[config.mk]
export PLATFORM = sky130hd
export DESIGN_NAME = ascii_param_command_parser_top
export DESIGN_NICKNAME = d
export VERILOG_FILES = /design/src/rtl/acpp_pkg.sv /design/src/rtl/ascii_param_command_parser_top.sv /design/src/rtl/acpp_front.sv /design/src/rtl/acpp_back.sv
export SDC_FILE = /design/constraint.sdc
export NUM_CORES = 1
export LEC_CHECK = 0
export BUFFER_PORTS_ARGS = -buffer_cell sky130_fd_sc_hd__clkbuf_2
export CAP_MARGIN = 40
export CELL_PAD_IN_SITES_DETAIL_PLACEMENT = 1
export CELL_PAD_IN_SITES_GLOBAL_PLACEMENT = 1
export CORE_MARGIN = 2
export CORE_UTILIZATION = 45
export DETAILED_ROUTE_END_ITERATION = 7
export PLACE_DENSITY_LB_ADDON = 0.05
export SYNTH_ARGS = -nofsm -noshare
export SYNTH_HDL_FRONTEND = slang
export SYNTH_SLANG_ARGS = --single-unit
[constraint.sdc]
create_clock -name clk -period 7.76 [get_ports clk]
set_input_delay 2.328 -clock clk [delete_from_list [all_inputs] [get_ports clk]]
set_output_delay 2.328 -clock clk [all_outputs]
set_load 0.01 [all_outputs]
[src/rtl/acpp_pkg.sv]
// ----------------------------------------------------------------------------
// acpp_pkg
// Shared types, constants and tables for the ASCII parameter command parser.
// ----------------------------------------------------------------------------
package acpp_pkg;

	// number formats
	localparam int PARAM_BITS = 16;
	localparam int FRAC_BITS  = 16;
	localparam int INT_BITS   = 32 - FRAC_BITS;
	localparam int SCALE_BITS = 24;
	localparam int RND_SHIFT  = SCALE_BITS - FRAC_BITS;
	localparam int TERM_BITS  = SCALE_BITS + 4;

	localparam logic [PARAM_BITS-1:0] PARAM_MAX = '1;
	localparam logic [INT_BITS-1:0]   INT_MAX   = '1;
	localparam logic [TERM_BITS-1:0]  RND_ADD   = (TERM_BITS'(1) << RND_SHIFT) >> 1;

	// token queue between the front and the back
	localparam int QDEPTH   = 4;
	localparam int QPTR_W   = $clog2(QDEPTH);
	localparam int QCNT_W   = $clog2(QDEPTH + 1);

	// characters
	localparam logic [7:0] CH_P    = 8'h50;
	localparam logic [7:0] CH_EQ   = 8'h3D;
	localparam logic [7:0] CH_DOT  = 8'h2E;
	localparam logic [7:0] CH_LF   = 8'h0A;
	localparam logic [7:0] CH_CR   = 8'h0D;
	localparam logic [7:0] CH_ZERO = 8'h30;
	localparam logic [7:0] CH_NINE = 8'h39;

	// result kinds
	localparam logic KIND_GET = 1'b0;
	localparam logic KIND_SET = 1'b1;

	typedef enum logic [2:0] {
		TOK_P,
		TOK_EQ,
		TOK_DOT,
		TOK_TERM,
		TOK_DIGIT
	} tok_kind_t;

	typedef struct packed {
		tok_kind_t   kind;
		logic [3:0]  digit;
	} token_t;

	typedef struct packed {
		logic        kind;
		logic [15:0] number;
		logic [31:0] value;
	} result_t;

	// weight of the next fraction digit, Q0.24, starting at 0.1 and divided by ten
	localparam int SIDX_LAST = 7;

	function automatic logic [SCALE_BITS-1:0] frac_scale(input logic [2:0] idx);
		logic [SCALE_BITS-1:0] s;
		case (idx)
			3'd0:    s = 24'd1677722;
			3'd1:    s = 24'd167772;
			3'd2:    s = 24'd16777;
			3'd3:    s = 24'd1677;
			3'd4:    s = 24'd167;
			3'd5:    s = 24'd16;
			3'd6:    s = 24'd1;
			default: s = 24'd0;
		endcase
		return s;
	endfunction

endpackage

[src/rtl/ascii_param_command_parser_top.sv]
// ----------------------------------------------------------------------------
// ascii_param_command_parser_top
// Parses "P NNN<term>" get and "P NNN=III.FFF<term>" set requests from UART bytes.
// ----------------------------------------------------------------------------
// Throughput: one byte per cycle while full is low; one token a cycle while the request queue has room.
// A terminator waits in the token queue; when the back end takes it, its request is queued (empty low).
// full rises only when the four-entry token queue is full, i.e. while the two-entry
// request queue stays full because pop is held low.
// Reset: arst_n low clears both queues and returns the parser to waiting for P.
// ----------------------------------------------------------------------------
module ascii_param_command_parser_top (
	input  logic        clk,
	input  logic        arst_n,
	// byte side
	input  logic        push,
	output logic        full,
	input  logic [7:0]  rx_byte,
	// request side
	output logic        empty,
	input  logic        pop,
	output logic        cmd_kind,
	output logic [15:0] param_number,
	output logic [31:0] param_value
);
	import acpp_pkg::*;

	// tokens between the classifier and the parser
	logic   tok_valid;
	logic   tok_pop;
	token_t tok;

	// Front end: classify each byte as P, '=', '.', terminator or digit, drop
	// anything else, and hold the tokens in a short queue.
	acpp_front u_front (
		.clk       (clk),
		.arst_n    (arst_n),
		.push      (push),
		.full      (full),
		.rx_byte   (rx_byte),
		.tok_pop   (tok_pop),
		.tok_valid (tok_valid),
		.tok       (tok)
	);

	// Back end: advance the phase machine, accumulate the parameter number and
	// the Q16.16 value with saturation, and queue each finished request.
	acpp_back u_back (
		.clk          (clk),
		.arst_n       (arst_n),
		.tok_valid    (tok_valid),
		.tok          (tok),
		.tok_pop      (tok_pop),
		.empty        (empty),
		.pop          (pop),
		.cmd_kind     (cmd_kind),
		.param_number (param_number),
		.param_value  (param_value)
	);

endmodule

[src/rtl/acpp_front.sv]
// ----------------------------------------------------------------------------
// acpp_front
// Classifies received bytes into tokens and queues them for the back end.
// ----------------------------------------------------------------------------
module acpp_front (
	input  logic            clk,
	input  logic            arst_n,
	input  logic            push,
	output logic            full,
	input  logic [7:0]      rx_byte,
	input  logic            tok_pop,
	output logic            tok_valid,
	output acpp_pkg::token_t tok
);
	import acpp_pkg::*;

	token_t             tok_mem [QDEPTH];
	logic [QPTR_W-1:0]  wptr_q;
	logic [QPTR_W-1:0]  rptr_q;
	logic [QCNT_W-1:0]  cnt_q;
	token_t             cls;
	logic               keep;
	logic               wr;
	logic               rd;

	// classify; bytes that never matter are dropped here
	always_comb begin
		keep       = 1'b1;
		cls.kind   = TOK_DIGIT;
		cls.digit  = rx_byte[3:0];
		if (rx_byte inside {[CH_ZERO:CH_NINE]}) begin
			cls.kind = TOK_DIGIT;
		end else if (rx_byte == CH_P) begin
			cls.kind = TOK_P;
		end else if (rx_byte == CH_EQ) begin
			cls.kind = TOK_EQ;
		end else if (rx_byte == CH_DOT) begin
			cls.kind = TOK_DOT;
		end else if (rx_byte inside {CH_LF, CH_CR}) begin
			cls.kind = TOK_TERM;
		end else begin
			keep = 1'b0;
		end
	end

	assign full      = (cnt_q == QCNT_W'(QDEPTH));
	assign tok_valid = (cnt_q != '0);
	assign wr        = push && !full && keep;
	assign rd        = tok_pop && tok_valid;
	assign tok       = tok_mem[rptr_q];

	always_ff @(posedge clk) begin
		if (wr) begin
			tok_mem[wptr_q] <= cls;
		end
	end

	always_ff @(posedge clk or negedge arst_n) begin
		if (!arst_n) begin
			wptr_q <= '0;
			rptr_q <= '0;
			cnt_q  <= '0;
		end else begin
			if (wr) begin
				wptr_q <= wptr_q + 1'b1;
			end
			if (rd) begin
				rptr_q <= rptr_q + 1'b1;
			end
			if (wr && !rd) begin
				cnt_q <= cnt_q + 1'b1;
			end else if (rd && !wr) begin
				cnt_q <= cnt_q - 1'b1;
			end
		end
	end

endmodule

[src/rtl/acpp_back.sv]
// ----------------------------------------------------------------------------
// acpp_back
// Runs the command parser on queued tokens and buffers the finished requests.
// ----------------------------------------------------------------------------
module acpp_back (
	input  logic             clk,
	input  logic             arst_n,
	input  logic             tok_valid,
	input  acpp_pkg::token_t tok,
	output logic             tok_pop,
	output logic             empty,
	input  logic             pop,
	output logic             cmd_kind,
	output logic [15:0]      param_number,
	output logic [31:0]      param_value
);
	import acpp_pkg::*;

	localparam logic [1:0] PH_WAIT  = 2'd0;
	localparam logic [1:0] PH_PARAM = 2'd1;
	localparam logic [1:0] PH_INT   = 2'd2;
	localparam logic [1:0] PH_FRAC  = 2'd3;

	logic [1:0]              phase_q;
	logic [PARAM_BITS-1:0]   param_q;
	logic [31:0]             value_q;
	logic [2:0]              sidx_q;

	logic [1:0]              phase_d;
	logic [PARAM_BITS-1:0]   param_d;
	logic [31:0]             value_d;
	logic [2:0]              sidx_d;

	logic [PARAM_BITS+3:0]   p_sum;
	logic [INT_BITS-1:0]     whole_val;
	logic [INT_BITS+3:0]     i_sum;
	logic [TERM_BITS-1:0]    t_prod;
	logic [TERM_BITS-1:0]    t_rnd;
	logic [32:0]             v_sum;

	logic                    take;
	logic                    res_valid;
	result_t                 res;

	result_t                 out_mem [2];
	logic                    owptr_q;
	logic                    orptr_q;
	logic [1:0]              ocnt_q;
	logic                    ord;

	assign take    = tok_valid && (ocnt_q != 2'd2);
	assign tok_pop = take;

	// digit arithmetic
	always_comb begin
		p_sum     = (PARAM_BITS+4)'({param_q, 3'b000}) + (PARAM_BITS+4)'({param_q, 1'b0})
			+ (PARAM_BITS+4)'(tok.digit);
		whole_val = value_q[31:FRAC_BITS];
		i_sum     = (INT_BITS+4)'({whole_val, 3'b000}) + (INT_BITS+4)'({whole_val, 1'b0})
			+ (INT_BITS+4)'(tok.digit);
		t_prod    = TERM_BITS'(frac_scale(sidx_q)) * TERM_BITS'(tok.digit);
		t_rnd     = (t_prod + RND_ADD) >> RND_SHIFT;
		v_sum     = {1'b0, value_q} + 33'(t_rnd);
	end

	// parser step
	always_comb begin
		phase_d   = phase_q;
		param_d   = param_q;
		value_d   = value_q;
		sidx_d    = sidx_q;
		res_valid = 1'b0;
		res.kind   = KIND_SET;
		res.number = 16'(param_q);
		res.value  = value_q;
		case (phase_q)
			PH_WAIT: begin
				if (tok.kind == TOK_P) begin
					phase_d = PH_PARAM;
				end
			end
			PH_PARAM: begin
				if (tok.kind == TOK_EQ) begin
					phase_d = PH_INT;
				end else if (tok.kind == TOK_TERM) begin
					res_valid = 1'b1;
					res.kind  = KIND_GET;
					res.value = '0;
				end else if (tok.kind == TOK_DIGIT) begin
					param_d = (p_sum > (PARAM_BITS+4)'(PARAM_MAX)) ? PARAM_MAX
						: p_sum[PARAM_BITS-1:0];
				end
			end
			PH_INT: begin
				if (tok.kind == TOK_TERM) begin
					res_valid = 1'b1;
				end else if (tok.kind == TOK_DOT) begin
					phase_d = PH_FRAC;
				end else if (tok.kind == TOK_DIGIT) begin
					value_d = {((i_sum > (INT_BITS+4)'(INT_MAX)) ? INT_MAX
						: i_sum[INT_BITS-1:0]), FRAC_BITS'(0)};
				end
			end
			default: begin
				if (tok.kind == TOK_TERM) begin
					res_valid = 1'b1;
				end else if (tok.kind == TOK_DIGIT) begin
					value_d = v_sum[32] ? 32'hFFFF_FFFF : v_sum[31:0];
					if (sidx_q != 3'(SIDX_LAST)) begin
						sidx_d = sidx_q + 1'b1;
					end
				end
			end
		endcase
		// a request clears the parser
		if (res_valid) begin
			phase_d = PH_WAIT;
			param_d = '0;
			value_d = '0;
			sidx_d  = '0;
		end
	end

	always_ff @(posedge clk or negedge arst_n) begin
		if (!arst_n) begin
			phase_q <= PH_WAIT;
			param_q <= '0;
			value_q <= '0;
			sidx_q  <= '0;
		end else if (take) begin
			phase_q <= phase_d;
			param_q <= param_d;
			value_q <= value_d;
			sidx_q  <= sidx_d;
		end
	end

	// two-entry request queue towards the consumer
	assign empty        = (ocnt_q == 2'd0);
	assign ord          = pop && !empty;
	assign cmd_kind     = out_mem[orptr_q].kind;
	assign param_number = out_mem[orptr_q].number;
	assign param_value  = out_mem[orptr_q].value;

	always_ff @(posedge clk) begin
		if (take && res_valid) begin
			out_mem[owptr_q] <= res;
		end
	end

	always_ff @(posedge clk or negedge arst_n) begin
		if (!arst_n) begin
			owptr_q <= 1'b0;
			orptr_q <= 1'b0;
			ocnt_q  <= 2'd0;
		end else begin
			if (take && res_valid) begin
				owptr_q <= ~owptr_q;
			end
			if (ord) begin
				orptr_q <= ~orptr_q;
			end
			if ((take && res_valid) && !ord) begin
				ocnt_q <= ocnt_q + 1'b1;
			end else if (ord && !(take && res_valid)) begin
				ocnt_q <= ocnt_q - 1'b1;
			end
		end
	end

	a_ocnt_bound: assert property (@(posedge clk) disable iff (!arst_n)
		ocnt_q != 2'd3)
		else $error("request queue count out of range");

	a_no_take_when_full: assert property (@(posedge clk) disable iff (!arst_n)
		(ocnt_q == 2'd2) |-> !tok_pop)
		else $error("token taken with request queue full");

	a_term_clears: assert property (@(posedge clk) disable iff (!arst_n)
		(take && tok.kind == TOK_TERM && phase_q != PH_WAIT)
		|=> (phase_q == PH_WAIT && param_q == '0 && value_q == '0 && sidx_q == '0))
		else $error("terminator did not clear the parser");

	a_req_written: assert property (@(posedge clk) disable iff (!arst_n)
		(take && tok.kind == TOK_TERM && phase_q != PH_WAIT && !ord) |=> !empty)
		else $error("request lost after terminator");

endmodule

==> results.toml, run 1 <==
[outcome]
status = "complete, no violations"

[timing]
worst_slew_pin_slew_ps = 868
fmax_mhz = 133
fin_crit_sh_pct = 96.6
period_minus_slack_ps = 7500
hold_viol = 0
setup_viol = 0
max_slew_margin_pct = 42.2
slew_violations = 0
fin_worst_skew_ps = 16.5

[layout]
diodes = 0
fill_cells = 3336
synthToLayoutAreaGrowth_pct = 13.6
nets = 1573
drive_gt1_share_pct = 19.8
final_area_um2 = 15300

[die]
rows = 63
die_w_um = 177
die_h_um = 177
core_um2 = 29600
top_level_ports = 63
die_area_um2 = 31400
initial_core_util_pct = 45.7

[clocking]
clock-sinks = 190
clock_path_buffers = 2
cts_hold_buf = 0
root_buffer = "clkbuf_16"
htree_levels = 4
clkTransAtPathRegs_ps = 80
cts_tree = "built"
numCtsBuffers = 17
clkLatencyLatePin_ps = 450

[place]
placed_cell_area_um2 = 14500
dp_hpwl_um = 24500
place_congestion = 0.814
port_buffers = 62

[logic_synthesis]
syn-num-nets = 1481
synth_area_leader_cell = "edfxtp_1"
yosysUniqueCellTypes = 84
yosysMostFrequentCell = "ha_1"
synth_top_area_share_pct = 28.0
synth_edf_count = 126
synth-warning-count = 0
synthFlopType = "edfxtp_1"
synthTopCellsByArea = "edfxtp_1 28%, ha_1 12%, dfrtp_1 12%"
synth_commonest_cells = "134 x ha_1, 126 x edfxtp_1, 104 x inv_1, 104 x nor2_1, 83 x nand2_1"
syn_area_per_cell_um2 = 10.4
async_flop_share_pct = 33.7
ys_ff_latch = 190
syn_inst = 1300
syn-cell-area_um2 = 13500
synth_sequential_area_ratio_pct = 39.9

[global_routing]
grt_max_degree = 59
grt_pass1_wl_um = 52900
antenna_found_initial = 0
grt_pass1_vias = 10155
grt_usage_pct = 21.1
grt-ovfl-total = 0

[min_path]
min_to = "u_back.orptr_q"
hold_class = "flop to flop"
hold_start = "u_back.orptr_q"
hold_depth = 1

[critical_path]
reg2reg_setup_slack_ps = 260
end_kind = "flop"
worstRegToRegCells = 30
cpPeakStageDelay_ps = 640
critical_path.top_delay_family = "simple AND/OR/NAND/NOR gates"
r2r-start = "u_back.sidx_q[0]"
cp_num_buf_inv = 3
critical_path_required_ps = 8150
path_class = "flop to flop"
worstReg2RegEnd = "u_back.value_q[29]"
cpMaxStageDelayCell = "or4b_2"
cp-start-kind = "flop"
critPathMaxFanout = 5
crit_arrival_ps = 7880

[route]
drt-pass1-iter-count = 5
ant_nets = 0
wire_per_inst_um = 18.0
initialDrtViolationCount = 456
drc = 0
wirelength_um = 32400
avgViaCountPerCell = 5.52
via_count = 9910

[flow_run]
maxCapViolCount = 0
-- routing by layer --
metal / global-route usage, % / routed length [µm]
met5: 0 / 0
met4: 4.55 / 346
met3: 2.36 / 764
met2: 34.7 / 15200
met1: 30.2 / 16100
-- timing repair --
action                     CTS  global route
buffers inserted             1             9
gates resized for setup     12            45
pin swaps                    1            12
setup endpoints to repair   12            32
-- final cells by class --
| cell class | instances | area, µm² | share of cell area [%] |
|---|---|---|---|
| sequential | 190 | 5390 | 35.1 |
| multi-input combinational | 967 | 7790 | 50.8 |
| inverter | 105 | 397 | 2.59 |
| clock buffer | 17 | 425 | 2.77 |
| clock inverter | 15 | 174 | 1.13 |
| tap | 390 | 488 | 3.18 |
| timing repair buffer | 111 | 682 | 4.44 |
-- metrics by stage --
stage          util (%)  setup TNS, ps  setup WS [ps]  hold WS (ps)  instances
2_1_floorplan         -              0            180           455       1300
5_1_grt            51.9          -70.7          -27.7           505       1795
6_report           51.9              0            262           478       1795
3_5_place_dp       48.9          -1170           -300           469       1753
3_3_place_gp       48.9           -168          -83.1           458       1753
4_1_cts            51.1              0           4.57           483       1786
-- state kept, by name, indices dropped and copies added (netlist names) --
name	flops
u_back.value_q	32
u_back.ocnt_q	2
u_back.owptr_q	1
u_front.cnt_q	3
u_back.param_q	16
u_front.wptr_q	2
u_back.sidx_q	3
u_front.tok_mem	28
u_back.phase_q	2
u_back.orptr_q	1
u_front.rptr_q	2
u_back.out_mem	98
-- cell families (layout without fill, tap and decap cells) --
kind of cell / count (synthesis) / count (layout) / synth area share [%]
flops: 190 / 190 / 39.9
buf+inv: 143 / 248 / 4.10
fa+ha+maj: 169 / 169 / 17.6
mux: 61 / 61 / 5.38
simple gates: 361 / 361 / 13.3
xor+xnor: 85 / 85 / 5.51
compound gates: 291 / 291 / 14.2
-- layout by cell type (no fill, tap or decap), types with 61 or more instances in the layout --
| cell type | n |
|---|---|
| inv_1 | 102 |
| dfrtp_1 | 61 |
| nor2_1 | 100 |
| edfxtp_1 | 126 |
| a21oi_1 | 64 |
| ha_1 | 129 |
| clkbuf_2 | 61 |
| nand2_1 | 81 |
| o21ai_0 | 75 |
-- worst max-delay path by stage --
stage                      from            endpoint  slack [ps]  cells after the start
6_report       u_back.sidx_q[0]  u_back.value_q[29]         260                     30
5_1_grt        u_back.sidx_q[0]  u_back.value_q[26]         -30                     30
4_1_cts        u_back.sidx_q[0]  u_back.value_q[29]           5                     31
3_5_place_dp   u_back.sidx_q[1]  u_back.value_q[21]        -300                     32
3_3_place_gp   u_back.sidx_q[1]  u_back.value_q[22]         -80                     31
2_1_floorplan  u_back.sidx_q[1]  u_back.value_q[21]         180                     34
Power of run 1 is not shown: default switching activity piles up to over one toggle a cycle in this logic, so the estimate is an artifact.
==> run 2: changes to the inputs <==
--- a/config.mk
+++ b/config.mk
@@ -10,7 +10,7 @@
 export CELL_PAD_IN_SITES_DETAIL_PLACEMENT = 1
 export CELL_PAD_IN_SITES_GLOBAL_PLACEMENT = 1
 export CORE_MARGIN = 2
-export CORE_UTILIZATION = 45
+export CORE_UTILIZATION = 50
 export DETAILED_ROUTE_END_ITERATION = 7
 export PLACE_DENSITY_LB_ADDON = 0.05
 export SYNTH_ARGS = -nofsm -noshare
==> constraint.sdc (replaced) <==
create_clock -name clk -period 7.2 [get_ports clk]
set_input_delay 2.16 -clock clk [delete_from_list [all_inputs] [get_ports clk]]
set_output_delay 2.16 -clock clk [all_outputs]
set_load 0.01 [all_outputs]
==> run 2 against run 1 <==
Effect of this change: the flow now finishes with violations (negative setup slack); cell count up 1.7%; utilization up 9.4 points; final area up 6.8%; worst hold slack improved by 15 ps; first-iteration DRC count grew 25%; routed wire length rose by 15%; setup slack got worse by 330 ps; critical path type unchanged.
==> results.toml, run 2 (synthesis results as in run 1) <==
[outcome]
status = "finished with violations"
violations = "negative setup slack"

[global_routing]
grt_pass1_wl_um = 58600
grt_pass1_vias = 11375
grt-ovfl-total = 0
grt_usage_pct = 26.0
antenna_found_initial = 1
grt_max_degree = 60

[die]
initial_core_util_pct = 50.5
core_um2 = 26700
rows = 60
die_h_um = 168
die_area_um2 = 28300
die_w_um = 168
top_level_ports = 63

[critical_path]
critical_path_required_ps = 7500
path_class = "flop to flop"
cpPeakStageDelay_ps = 540
cp-start-kind = "flop"
end_kind = "flop"
crit_arrival_ps = 7580
cpMaxStageDelayCell = "fa_1"
critPathMaxFanout = 4

[clocking]
cts_tree = "built"
clock-sinks = 190
numCtsBuffers = 17
clock_path_buffers = 2
clkTransAtPathRegs_ps = 90
htree_levels = 4
root_buffer = "clkbuf_16"
cts_hold_buf = 0
clkLatencyLatePin_ps = 450

[place]
dp_slack_ps = -315
port_buffers = 62
place_congestion = 0.854
dp_hpwl_um = 26500

[layout]
final_cell_mix = "126 x edfxtp_1, 123 x ha_1, 119 x buf_4"
nets = 1653
top_register = "u_back.out_mem"
reg.largest.list = "u_back.out_mem (98), u_back.value_q (32), u_front.tok_mem (28)"
synthToLayoutAreaGrowth_pct = 21.3
final_common_cell = "edfxtp_1"
diodes = 0
largest_reg_flops = 98
drive_gt1_share_pct = 28.5

[route]
wire_per_inst_um = 20.3
wl_met2_um = 18500
via_count = 10629
dr_wl_met3_um = 1110
highest_layer = "met4"
initialDrtViolationCount = 568
m1WireLength_um = 16900
avgViaCountPerCell = 5.82
drt-pass1-iter-count = 5
wirelength_um = 37100
drc = 0
ant_nets = 0

[timing]
max_slew_margin_pct = 43.0
timing.final.ws_setup_ps = -71.7
fmax_mhz = 138
rsz0062_at_grt = "yes"
setup_viol = 6
fin_crit_sh_pct = 101
period_minus_slack_ps = 7270
worst_slew_pin_slew_ps = 852
whs_ps = 494
slew_violations = 0
hold_viol = 0
fin_worst_skew_ps = 21.8

[flow_run]
maxCapViolCount = 0

[min_path]
hold_class = "flop to flop"
-- run 2: cell types whose count changed in the layout (fill, tap and decap cells not counted), moves of 7 or more --
cell,change
buf_4,+71
o21ai_0,-23
nor2_1,-12
o21ai_1,+11
o21ai_2,+11
ha_4,+8
inv_1,-7
inv_2,+7
nor2_4,+7
-- run 2: metal layers --
layer / up-vias / track usage (%)
met5: - / 0
met4: 0 / 6.00
met3: 53 / 3.15
met2: 192 / 45.2
met1: 5370 / 34.8
li1: 5014 / -
-- run 2: path summary, 6_finish.rpt --
| kind | from | to | cells after the start | slack (ps) |
|---|---|---|---|---|
| worst max register to register | u_back.sidx_q[0] | u_back.value_q[31] | 30 | -70 |
| worst min register to register | u_front.cnt_q[2] | u_front.cnt_q[2] | 1 | 490 |
| worst min-delay path | u_front.cnt_q[2] | u_front.cnt_q[2] | 1 | 490 |
| max in group asynchronous | arst_n | u_back.value_q[11] | 3 | 5030 |
| worst max-delay path | u_back.sidx_q[0] | u_back.value_q[31] | 30 | -70 |
| min in group asynchronous | arst_n | u_back.sidx_q[1] | 2 | 1600 |
-- run 2: stage by stage --
stage / setup TNS (ps) / std cells / area (µm²) / util [%]
global placement: -17.0 / 1774 / 15000 / 56.1
detailed placement: -5020 / 1776 / 15000 / 56.3
global route: -5700 / 1826 / 16400 / 61.3
finish: -180 / 1826 / 16400 / 61.3
floorplan: 0 / 1300 / 13600 / -
CTS: -3.25 / 1817 / 15900 / 59.6
-- run 2: area by class of cell --
| type | instances | area [µm²] |
|---|---|---|
| clock inverter | 14 | 188 |
| inverter | 105 | 397 |
| clock buffer | 18 | 450 |
| timing repair buffer | 191 | 1380 |
| sequential | 190 | 5390 |
| fill | 2893 | 10300 |
| multi-input combinational | 967 | 8150 |
| tap | 341 | 427 |
-- run 2: critical path, delay by kind of cell (launching register included) --
kind | cells | cell delay (ps)
flip-flops | 1 | 430
AND/OR/NAND/NOR | 10 | 2700
AO/OA/AOI/OAI | 12 | 2080
buffers and inverters | 3 | 190
adder cells (fa/ha/maj) | 5 | 1720
-- run 2: timing repair --
action / in CTS / in global routing
resized for setup: 39 / 111
cloned: 0 / 1
pin swaps: 30 / 53
endpoints found under the setup margin: 32 / 32
buffers inserted: 9 / 9
Power of run 2 is left out for the same reason.
==> run 3: changes to the inputs <==
--- a/config.mk
+++ b/config.mk
@@ -9,10 +9,12 @@
 export CAP_MARGIN = 40
 export CELL_PAD_IN_SITES_DETAIL_PLACEMENT = 1
 export CELL_PAD_IN_SITES_GLOBAL_PLACEMENT = 1
+export CORE_ASPECT_RATIO = 1.25
 export CORE_MARGIN = 2
 export CORE_UTILIZATION = 50
 export DETAILED_ROUTE_END_ITERATION = 7
-export PLACE_DENSITY_LB_ADDON = 0.05
+export GPL_TIMING_DRIVEN = 1
+export PLACE_DENSITY = 0.85
 export SYNTH_ARGS = -nofsm -noshare
 export SYNTH_HDL_FRONTEND = slang
 export SYNTH_SLANG_ARGS = --single-unit
==> run 3 against run 2 <==
Effect of this change: the flow still finishes with violations (negative setup slack); final area rose by 3.4%; maximum frequency fell by 7.7%; routed wire length rose by 38%; critical path depth rose by 5; global-route usage rose by 3.2 points; register-to-register slack got worse by 600 ps; clock skew fell by 3.5 ps; highest routed layer unchanged.
==> results.toml, run 3 (synthesis results as in run 1) <==
[critical_path]
cpMaxStageDelayCell = "o311ai_0"
cpPeakStageDelay_ps = 620
path_class = "flop to flop"
r2r-start = "u_back.sidx_q[0]"
critPathMaxFanout = 5
cp-start-kind = "flop"
crit_arrival_ps = 8200
worstSetupStartpoint = "u_back.sidx_q[0]"
critical_path_required_ps = 7530
end_kind = "flop"

[global_routing]
antenna_found_initial = 1
grt-ovfl-total = 0
grt_pass1_vias = 12455
grt_max_degree = 59
grt_pass1_wl_um = 65200
grt_usage_pct = 29.2

[place]
port_buffers = 62
dp_slack_ps = -438
dp_hpwl_um = 27800
place_congestion = 0.903

[layout]
final_cell_mix = "130 x buf_4, 126 x edfxtp_1, 119 x ha_1"
final_common_cell = "buf_4"
top_register = "u_back.out_mem"
synthToLayoutAreaGrowth_pct = 25.4
nets = 1676
largest_reg_flops = 98
diodes = 0
drive_gt1_share_pct = 32.4
reg.largest.list = "u_back.out_mem (98), u_back.value_q (32), u_front.tok_mem (28)"

[route]
initialDrtViolationCount = 1082
wire_per_inst_um = 27.6
drt-pass1-iter-count = 6
ant_nets = 0
drc = 0
via_count = 12034
avgViaCountPerCell = 6.50
wirelength_um = 51200

[timing]
period_minus_slack_ps = 7880
setup_viol = 32
whs_ps = 495
fmax_mhz = 127
fin_worst_skew_ps = 18.3
max_slew_margin_pct = 25.4
rsz0062_at_grt = "yes"
tns_ps = -12900
slew_violations = 0
worst_slew_pin_slew_ps = 1120
fin_crit_sh_pct = 109
hold_viol = 0
timing.final.ws_setup_ps = -676

[die]
rows = 67
die_h_um = 188
core_um2 = 26700
die_w_um = 151
initial_core_util_pct = 50.7
top_level_ports = 63
die_area_um2 = 28300

[clocking]
root_buffer = "clkbuf_16"
cts_tree = "built"
numCtsBuffers = 17
clkLatencyLatePin_ps = 480
clkTransAtPathRegs_ps = 90
htree_levels = 4
cts_hold_buf = 0
clock_path_buffers = 2
clock-sinks = 190

[flow_run]
maxCapViolCount = 0

[outcome]
violations = "negative setup slack"
status = "finished with violations"

[min_path]
hold_class = "flop to flop"
hold_start = "u_front.cnt_q[2]"
==> run 3: cell count changes in the layout (fill, tap and decap cells not counted), sizes merged <==
cell | before | now
clkbuf | 80 | 79
inv | 116 | 111
buf | 129 | 152
clkinv | 3 | 6
clkinvlp | 0 | 1
bufinv | 0 | 1
==> run 3: path summary, 6_finish.rpt <==
path,end,slack [ps],cells past startpoint
worst max-delay path,u_back.value_q[28],-680,35
worst min-delay path,u_front.cnt_q[2],500,1
worst max register to register,u_back.value_q[28],-680,35
worst min register to register,u_front.cnt_q[2],500,1
max in group asynchronous,u_back.value_q[6],5010,3
min in group asynchronous,u_front.cnt_q[1],1600,2
==> run 3: stage by stage <==
stage	std cells	utilization, %	area (µm²)
after detailed placement	1791	56.8	15100
final	1852	63.5	16900
after global routing	1852	63.5	16900
after floorplan	1300	-	13600
after CTS	1835	60.4	16100
after global placement	1788	56.5	15100
==> run 3: worst max-delay path: cells and delay by family (launching register included) <==
| kind | cells | cell delay, ps |
|---|---|---|
| adder cells (fa/ha/maj) | 5 | 1870 |
| buffers and inverters | 6 | 620 |
| AND/OR/NAND/NOR | 10 | 1720 |
| AO/OA/AOI/OAI | 12 | 2660 |
| XOR/XNOR | 2 | 390 |
| flip-flops | 1 | 450 |
==> run 3: per-layer routing <==
layer,routed length (µm),global-route usage [%],up-vias
li1,-,-,5062
met1,18800,34.4,5986
met2,26100,53.2,706
met3,3100,3.77,280
met4,3240,11.4,0
met5,0,0,-
==> run 3: repair_timing <==
action                                  CTS  global route
cloned                                    0             1
endpoints found under the setup margin   32            32
pin swaps                                45            76
setup buffers                            14            16
resized for setup                        65           169
==> run 3: layout make-up <==
| type | instances | area [µm²] |
|---|---|---|
| clock buffer | 17 | 425 |
| clock inverter | 14 | 154 |
| fill | 2777 | 9730 |
| inverter | 105 | 402 |
| multi-input combinational | 967 | 8520 |
| sequential | 190 | 5390 |
| tap | 345 | 432 |
| timing repair buffer | 214 | 1610 |
Power of run 3 is left out for the same reason.
